[src/rtl/assert_macros.svh]
// ----------------------------------------------------------------------------
// assert_macros.svh
// Concurrent assertion shorthands, clocked on clk and disabled during rst.
// ----------------------------------------------------------------------------
`ifndef ASSERT_MACROS_SVH
`define ASSERT_MACROS_SVH

// Property holds at every edge outside reset.
`define ASSERT_ALWAYS(lbl, prop, msg) \
  lbl: assert property (@(posedge clk) disable iff (rst) (prop)) else $error(msg);

// Consequent holds in the cycle after the antecedent.
`define ASSERT_NEXT(lbl, ante, cons, msg) \
  lbl: assert property (@(posedge clk) disable iff (rst) (ante) |=> (cons)) else $error(msg);

`endif

[src/rtl/sfla_pkg.sv]
// ----------------------------------------------------------------------------
// sfla_pkg
// Shared constants and types of the slot free list allocator.
// ----------------------------------------------------------------------------
package sfla_pkg;

  localparam int NUM_SLOTS_DEF = 32;
  localparam int LINK_W_DEF    = $clog2(NUM_SLOTS_DEF + 1);

  // Stream field widths
  localparam int SLOT_FIELD_W = 5;
  localparam int PID_FIELD_W  = 6;
  localparam int CNT_FIELD_W  = 6;
  localparam int IN_DATA_W    = 8;
  localparam int OUT_DATA_W   = 24;

  localparam logic CMD_ALLOC = 1'b0;
  localparam logic CMD_FREE  = 1'b1;

  typedef enum logic [1:0] {
    ST_INIT,
    ST_IDLE,
    ST_EXEC
  } state_t;

endpackage

[src/rtl/sfla_link_ram.sv]
// ----------------------------------------------------------------------------
// sfla_link_ram
// Successor links of the free list: one write port, one registered read port.
// ----------------------------------------------------------------------------
module sfla_link_ram #(
  parameter int DEPTH  = sfla_pkg::NUM_SLOTS_DEF,
  parameter int DATA_W = sfla_pkg::LINK_W_DEF
) (
  input  logic                     clk,
  input  logic                     we,
  input  logic [$clog2(DEPTH)-1:0] waddr,
  input  logic [DATA_W-1:0]        wdata,
  input  logic                     re,
  input  logic [$clog2(DEPTH)-1:0] raddr,
  output logic [DATA_W-1:0]        rdata
);

  logic [DATA_W-1:0] mem [DEPTH];

  always_ff @(posedge clk) begin
    if (we) begin
      mem[waddr] <= wdata;
    end
  end

  // Read data holds until the next read
  always_ff @(posedge clk) begin
    if (re) begin
      rdata <= mem[raddr];
    end
  end

endmodule

[src/rtl/slot_free_list_allocator_top.sv]
// ----------------------------------------------------------------------------
// slot_free_list_allocator_top
// LIFO free list over a pool of slots: allocate pops the head, free pushes.
// ----------------------------------------------------------------------------
//  channel | dir | tdata (low bit up)                         | tuser
//  s_*     | in  | slot_in[4:0], zero pad to 8                | cmd
//  m_*     | out | slot_out[4:0], pid_out[10:5], free_count[16:11], pad to 24 | ok
//
//  An allocate on a non-empty list issues the link RAM read of the head in
//  its transfer cycle; in ST_EXEC the command commits the list update and loads the result.
//  After reset a sweep writes every entry of the link RAM; s_tready
//  stays low until it ends.
//  A stalled m side holds the command in its commit cycle; the next command
//  is taken while a result waits in the output register.
// ----------------------------------------------------------------------------
`include "assert_macros.svh"

module slot_free_list_allocator_top #(
  parameter int NUM_SLOTS = sfla_pkg::NUM_SLOTS_DEF
) (
  input  logic                            clk,
  input  logic                            rst,
  input  logic                            s_tvalid,
  output logic                            s_tready,
  input  logic [sfla_pkg::IN_DATA_W-1:0]  s_tdata,  // slot_in
  input  logic                            s_tuser,  // cmd
  output logic                            m_tvalid,
  input  logic                            m_tready,
  output logic [sfla_pkg::OUT_DATA_W-1:0] m_tdata,  // slot_out, pid_out, free_count
  output logic                            m_tuser   // ok
);

  localparam int SLOT_W = $clog2(NUM_SLOTS);
  localparam int LINK_W = $clog2(NUM_SLOTS + 1);
  localparam int WIDE_W = (LINK_W > sfla_pkg::PID_FIELD_W) ? LINK_W : sfla_pkg::PID_FIELD_W;
  localparam logic [LINK_W-1:0] LINK_NULL = LINK_W'(NUM_SLOTS);

  sfla_pkg::state_t state, state_next;

  logic [SLOT_W-1:0] init_idx;
  logic [LINK_W-1:0] head, head_next;
  logic [LINK_W-1:0] free_total, count_next;
  logic              cmd_q;
  logic [sfla_pkg::SLOT_FIELD_W-1:0] slot_q;

  logic              wr_en, rd_en;
  logic [SLOT_W-1:0] wr_addr;
  logic [LINK_W-1:0] wr_data, rd_data;

  logic              load;
  logic              res_ok;
  logic [WIDE_W-1:0] res_slot, res_pid, slot_wide;
  logic              in_range, head_null, out_free, s_xfer;

  logic [sfla_pkg::SLOT_FIELD_W-1:0] out_slot;
  logic [sfla_pkg::PID_FIELD_W-1:0]  out_pid;
  logic [sfla_pkg::CNT_FIELD_W-1:0]  out_cnt;

  sfla_link_ram #(
    .DEPTH  (NUM_SLOTS),
    .DATA_W (LINK_W)
  ) u_link_ram (
    .clk   (clk),
    .we    (wr_en),
    .waddr (wr_addr),
    .wdata (wr_data),
    .re    (rd_en),
    .raddr (head[SLOT_W-1:0]),
    .rdata (rd_data)
  );

  assign s_tready  = (state == sfla_pkg::ST_IDLE);
  assign s_xfer    = s_tvalid && s_tready;
  assign head_null = (head == LINK_NULL);
  assign out_free  = !m_tvalid || m_tready;
  assign slot_wide = WIDE_W'(slot_q);
  assign in_range  = slot_wide < WIDE_W'(NUM_SLOTS);
  assign rd_en     = s_xfer && (s_tuser == sfla_pkg::CMD_ALLOC) && !head_null;

  always_comb begin
    state_next = state;
    head_next  = head;
    count_next = free_total;
    wr_en      = 1'b0;
    wr_addr    = init_idx;
    wr_data    = LINK_W'(init_idx) + LINK_W'(1);
    load       = 1'b0;
    res_ok     = 1'b0;
    res_slot   = '0;
    case (state)
      sfla_pkg::ST_INIT: begin
        wr_en = 1'b1;
        if (init_idx == SLOT_W'(NUM_SLOTS - 1)) begin
          state_next = sfla_pkg::ST_IDLE;
        end
      end
      sfla_pkg::ST_IDLE: begin
        if (s_xfer) begin
          state_next = sfla_pkg::ST_EXEC;
        end
      end
      sfla_pkg::ST_EXEC: begin
        if (cmd_q == sfla_pkg::CMD_ALLOC) begin
          if (!head_null) begin
            res_ok    = 1'b1;
            res_slot  = WIDE_W'(head);
            head_next = rd_data;
            if (free_total != '0) begin
              count_next = free_total - LINK_W'(1);
            end
          end
        end else if (in_range) begin
          res_ok    = 1'b1;
          res_slot  = slot_wide;
          head_next = LINK_W'(slot_wide);
          wr_addr   = slot_wide[SLOT_W-1:0];
          wr_data   = head;
          if (free_total < LINK_NULL) begin
            count_next = free_total + LINK_W'(1);
          end
        end
        // Hold the command until the output register can take its result
        if (out_free) begin
          load       = 1'b1;
          wr_en      = res_ok && (cmd_q == sfla_pkg::CMD_FREE);
          state_next = sfla_pkg::ST_IDLE;
        end else begin
          head_next  = head;
          count_next = free_total;
        end
      end
      default: begin
        state_next = sfla_pkg::ST_INIT;
      end
    endcase
  end

  assign res_pid = res_ok ? (res_slot + WIDE_W'(1)) : '0;

  always_ff @(posedge clk) begin
    if (rst) begin
      state      <= sfla_pkg::ST_INIT;
      init_idx   <= '0;
      head       <= '0;
      free_total <= LINK_NULL;
      m_tvalid   <= 1'b0;
    end else begin
      state      <= state_next;
      head       <= head_next;
      free_total <= count_next;
      if (state == sfla_pkg::ST_INIT) begin
        init_idx <= init_idx + SLOT_W'(1);
      end
      if (load) begin
        m_tvalid <= 1'b1;
      end else if (m_tready) begin
        m_tvalid <= 1'b0;
      end
    end
  end

  always_ff @(posedge clk) begin
    if (s_xfer) begin
      cmd_q  <= s_tuser;
      slot_q <= s_tdata[sfla_pkg::SLOT_FIELD_W-1:0];
    end
    if (load) begin
      m_tuser  <= res_ok;
      out_slot <= res_slot[sfla_pkg::SLOT_FIELD_W-1:0];
      out_pid  <= res_pid[sfla_pkg::PID_FIELD_W-1:0];
      out_cnt  <= count_next[sfla_pkg::CNT_FIELD_W-1:0];
    end
  end

  assign m_tdata = {
    (sfla_pkg::OUT_DATA_W - sfla_pkg::SLOT_FIELD_W - sfla_pkg::PID_FIELD_W
      - sfla_pkg::CNT_FIELD_W)'(0),
    out_cnt, out_pid, out_slot
  };

  `ASSERT_ALWAYS(a_count_bound, free_total <= LINK_NULL, "free count above pool size")
  `ASSERT_ALWAYS(a_no_overwrite, !load || out_free, "result loaded over a waiting one")
  `ASSERT_ALWAYS(a_rw_apart, !(rd_en && wr_en), "link read and write in one cycle")
  `ASSERT_NEXT(a_xfer_exec, s_xfer, state == sfla_pkg::ST_EXEC, "command not executed after transfer")

endmodule
[config.mk]
export PLATFORM = sky130hd
export DESIGN_NAME = slot_free_list_allocator_top
export DESIGN_NICKNAME = d
export VERILOG_FILES = /design/src/rtl/sfla_pkg.sv /design/src/rtl/sfla_link_ram.sv /design/src/rtl/slot_free_list_allocator_top.sv
export VERILOG_INCLUDE_DIRS = /design/src /design/src/rtl
export SDC_FILE = /design/constraint.sdc
export NUM_CORES = 1
export LEC_CHECK = 0
export BUFFER_PORTS_ARGS = -buffer_cell sky130_fd_sc_hd__buf_2
export CAP_MARGIN = 10
export CORE_UTILIZATION = 61
export CTS_CLUSTER_DIAMETER = 150
export DETAILED_ROUTE_END_ITERATION = 8
export GPL_ROUTABILITY_DRIVEN = 0
export PLACE_DENSITY = 0.83
export SKIP_CTS_REPAIR_TIMING = 1
export SKIP_LAST_GASP = 1
export SLEW_MARGIN = 20
export SYNTH_ARGS = -nofsm -noshare
export SYNTH_HDL_FRONTEND = slang
export SYNTH_SLANG_ARGS = --single-unit
[constraint.sdc]
create_clock -name clk -period 3 [get_ports clk]
set_input_delay 0.6 -clock clk [delete_from_list [all_inputs] [get_ports clk]]
set_output_delay 0.6 -clock clk [all_outputs]
set_load 0.05 [all_outputs]
Word level (Yosys, flattened, before mapping)
Memories as Yosys holds them, arrays and structs flattened. A register that Yosys moved wholly into a read port is not among the register bits.
Cells that the tools add are included.
W data, S select, Z words.

operators by class
  muxes and demuxes = 37
  reduce and logical (&&, ||, !) cells = 12
  add/subtract/negate cells = 5
  shift operators = 0
  order comparisons = 2
  equality and inequality tests = 9
  divide/modulo/power cells = 0
  $mul = 0
  bitwise gates (word level) = 1

operators with widths
  kind                   number
  $mux W6                16
  $mux W5                4
  $add A6 B1 Y6 const B  2
  $mux W1                12
  $add A5 B1 Y6 const B  1
  $eq A6 B6 Y1 const B   1
  $lt A5 B6 Y1 const B   1
  $lt A6 B6 Y1 const B   1
  $mux W2                3
  $ne A2 B2 Y1 const B   3
  $pmux W2 S3            1
  $reduce_bool A6 Y1     1
  $sub A6 B1 Y6 const B  1
  $add A5 B1 Y5 const B  1
  $eq A5 B5 Y1 const B   1
  $logic_and A1 B1 Y1    4
  $ne A2 B1 Y1 const B   2
  $reduce_and A4 Y1      1
  $reduce_and A3 Y1      1
  $eq A2 B1 Y1 const B   1
  $eq A2 B2 Y1 const B   1
  $logic_not A1 Y1       2
  $logic_not A2 Y1       1
  $pmux W1 S2            1
  other kinds (3)        3

storage, ports and cells
  word-level logic and storage cells = 78
  memory bits (writable) = 192
  bits of input ports = 13
  latch bits = 0
  memories = 1
  memory bits (read-only) = 0
  register bits = 44
  output and inout port bits = 27

memory list
  name            words  width  read ports  clocked after Yosys merged registers in  write ports  line                 RTL
  u_link_ram.mem  32     6      1           1                                        1            sfla_link_ram.sv:18  logic [DATA_W-1:0] mem [DEPTH];

Logic depth before layout (Yosys ltp)
  depth in word-level cells = 9
  mapped depth = 9
  depth with buffers taken out = 7

Modules after synthesis
From an unflattened synthesis, not the netlist that was laid out.

unflattened totals
  cells, all modules = 580
  area total of the unflattened synthesis = 10,139.7 µm²

by module, submodules not included
  module                        instances  cells an instance  area an instance (µm²)
  sfla_link_ram                 1          323                7,649.8
  slot_free_list_allocator_top  1          257                2,489.9

Worst setup path after synthesis
Ideal clock, no wire load.

  path kind = register to register
  from = reg state[0]
  to = mem u_link_ram.mem[0][3] (netlist bit) (data pin)
  required time = 2.546 ns
  data arrival time = 2.240 ns
  path buffers = 2
  library setup time = 0.454 ns
  period minus slack after synthesis = 2.694 ns
  stages on the path, launching flop included = 5
  slack = 0.306 ns
  cell sequence = dfxtp_1 > and3b_1 > clkbuf_1 > clkbuf_1 > o21ai_0

on the way
  word-level cells in the longest chain between the ends = 2

ends and longest elaborated chain
  element                  line                                 RTL
  start, declared          slot_free_list_allocator_top.sv:38   sfla_pkg::state_t state, state_next;
  start signal, assigned   slot_free_list_allocator_top.sv:142  state <= sfla_pkg::ST_INIT;
  start signal, assigned   slot_free_list_allocator_top.sv:148  state <= state_next;
  $eq A2 B2 Y1             slot_free_list_allocator_top.sv:90   case (state)
  $mux W6                  slot_free_list_allocator_top.sv:90
  via u_link_ram.wdata[3]  sfla_link_ram.sv:12                  input logic [DATA_W-1:0] wdata,
  end, declared            sfla_link_ram.sv:18

The timed path passes the listed nets, and every way through them passes these cells.

Worst setup path in the final report
  from = reg state[1]
  to = mem u_link_ram.mem[0][5] (netlist bit) (enable)

on the way
  word-level cells in the longest chain between the ends = 4
  elaborated cells on any way between the ends = 6
  classes of those cells = eq/ne: 1; mux: 4; reduce/logical: 1

ends and longest elaborated chain
  element                                           line                                RTL
  $eq A2 B2 Y1 or $logic_not A2 Y1 (tied branches)  slot_free_list_allocator_top.sv:90
  $pmux W1 S2                                       slot_free_list_allocator_top.sv:90
  $mux W1                                           sfla_link_ram.sv:21                 if (we) begin
  $mux W1 (not written as such)                     sfla_link_ram.sv:22                 mem[waddr] <= wdata;

Several ways; a longest one is shown, not always the timed one.

==> results.md <==
* Routed length per instance at about 24 um
* RSZ-0062 raised after global routing: no
* DR vias at 6,049
* Area Overhead vs Synth at 10.75%
* Pre-antenna DRT Iters at 7
* First-pass GRT wire length at 35,050 um
* Die width at 131.8 um
* Power per cell area at between 500 and 600 mW/mm2
* M2 GR Usage at 0.4450
* Via count of the first global-routing pass at about 6,000
* Setup ws final at roughly 0.25 ns
* Final Instance Area at between 0.01 and 0.015 mm2
* Fill count at around 1,000
* Routed Wire Length at about 22,000 um
* Leak Pwr at 3.668 nW
* # DRC at 0
* Rows at 47
* Syn Area/Cell at roughly 16 um2
* #FFs+latches synth at 242
* Initial Util at 0.6217
* Worst-Margin Slew at a little over 0.7 ns
* Cells after Synth at between 600 and 700
* Worst slack, placed at between 0.3 and 0.4 ns
* Synth warnings at 0
* WP data arrival at between 2 and 3 ns
* Type of element capturing the critical path: flop
* Max-cap violations at 0
* Fin crit share at 0.9156
* Core footprint at approximately 0.017 mm2
* Diodes inserted at 0
* Largest net degree at the start of global routing at 33
* Sequential element share of the synthesized area at 0.6879
* Antenna violations before repair at 0
* Skew-Pair Late Insertion Delay at a little over 0.5 ns
* FF+latch area at 0.007072 mm2
* Grt met3 use at 0.05652
* Fin util at 0.6886
* Critical Path Fanout Max at 14
* Layout Nets at approximately 700
* CTS root buf: clkbuf_16
* Main synth FF type: edfxtp_1
* Overall global routing resource usage at 0.2700
* Antenna-violating nets left at 0
* Commonest non-fill, non-tap cells in the layout: 222 x edfxtp_1, 49 x nor2_1, 44 x mux4_2
* Final Hold Violating Endpoints at 0
* CP Launch Type: flop
* Async SR Flop Fraction at 0
* Worst slew margin at 0.5179
* H-Tree Depth at 1
* Vias per cell at 6.604
* Final TNS setup at 0 ns
* Area after DPL at between 0.01 and 0.015 mm2
* Hold crit path type: in -> reg
* Netlist cell types at 55
* Peak VDD IR at 377.2 uV
* Final worst path period need at around 2.7 ns
* Final clock skew at about 0.007 ns
* Post-DP HPWL at 14,260 um
* IO Pins at 40
* Iter 0 DRT Violations at around 750
* Critical Path RT at 3.13 ns
* Pins over their slew limit at 0
* Setup violators final at 0
* Global route overflow at 0
* Gr busiest metal: met2
* Fmax at around 360 MHz
* Grt met1 use at 0.3489
* Commonest non-fill, non-tap cell in the layout: edfxtp_1
* Crit Path Category: reg -> reg
* Area of the multi-input gates at between 0.002 and 0.003 mm2
* Sink Count at ~240
* Die extent in y at about 130 um
* Status: complete, no violations
* Mapped Area at approximately 0.01 mm2
* TritonCTS Buffers at 23
* PortBufs at 29
* Max clock buf depth at 3
* Layout cell share with drive strength beyond 1 at 0.2155
* CTS tree: yes
* Number of synthesized flops with an enable pin at 222
* Clock Pin Slew Worst Setup and Hold Paths at around 0.060 ns
* DIE AREA at ~0.017 mm2
## power by group
group | leakage (nW) | internal [mW] | switching [mW]
sequential | 2.17 | 3.73 | 0.0175
combinational | 1.19 | 0.0617 | 0.152
clock | 0.309 | 1.40 | 1.14
total | 3.67 | 5.19 | 1.31
## cell type report
| class | instances | area share |
|---|---|---|
| well taps | 220 | 0.02419 |
| inverters | 10 | 0.003299 |
| multi-input cells | 348 | 0.2615 |
| flip-flops and latches | 242 | 0.6215 |
| repair buffers | 59 | 0.03365 |
| clock inverters | 8 | 0.003299 |
| clock buffers | 29 | 0.05256 |
## stage by stage
| step | hold WS [ns] | std cells | total power, mW |
|---|---|---|---|
| final | 0.2745 | 916 | 6.495 |
| after global routing | 0.2690 | 916 | 6.661 |
| after CTS | 0.2691 | 916 | 6.523 |
| after detailed placement | 0.5546 | 879 | 4.021 |
| after global placement | 0.5402 | 879 | 4.004 |
| after floorplan | 0.4784 | 645 | 3.947 |
## routing by layer
metal	wire (um)	vias up
li1	-	2580
met1	8268	2976
met2	11020	406
met3	2077	87
met4	1072	0
met5	0	-
## cells in the mapped netlist, types with 7 or more instances
library cell	instances	area share
nand2b_1	10	0.0061
mux4_2	44	0.096
nand3b_1	9	0.0066
buf_4	8	0.0058
dfxtp_1	20	0.039
a22oi_1	13	0.0095
nor3_1	8	0.0039
clkbuf_1	22	0.0080
mux2_2	9	0.0099
a21oi_1	15	0.0073
nand4b_1	7	0.0060
nor2_1	49	0.018
mux2i_1	33	0.032
nand4_1	9	0.0055
o21ai_0	15	0.0073
edfxtp_1	222	0.65
nand3_1	12	0.0058
inv_1	10	0.0037
nand2_1	38	0.014
## cell families (layout without fill, tap and decap cells)
group	after synthesis	in the layout	synth area share
and+or+nand+nor	174	174	0.08842
other	1	7	0.0003650
muxes	87	87	0.1396
adders and majority gates	6	6	0.007307
buffers and inverters	55	106	0.02594
DFF	242	242	0.6879
AOI/OAI and AO/OA	66	66	0.04372
xor gates and xnor gates	8	8	0.006820
## critical path, stage by stage, from the launching register on
cell,delay [ns]
dfxtp_1,0.61
and3b_1,0.49
mux2i_1,0.40
o21ai_0,0.31
nor2_1,0.57
## sequential cells by signal, indices dropped and copies added (netlist names), 5 cells and up
name              flops
out_pid               6
u_link_ram.mem      192
free_total            6
u_link_ram.rdata      6
out_cnt               6
init_idx              5
out_slot              5
slot_q                5
head                  6
## final timing paths
kind	from	end	slack, ns	cells past startpoint
setup reg to reg	state[1]	u_link_ram.mem[0][5]	0.25	4
setup / recovery	state[1]	u_link_ram.mem[0][5]	0.25	4
hold reg to reg	u_link_ram.rdata[5]	head[5]	0.58	2
hold / removal	s_tdata[4]	slot_q[4]	0.27	1
Power figures use the tool's default switching activity.
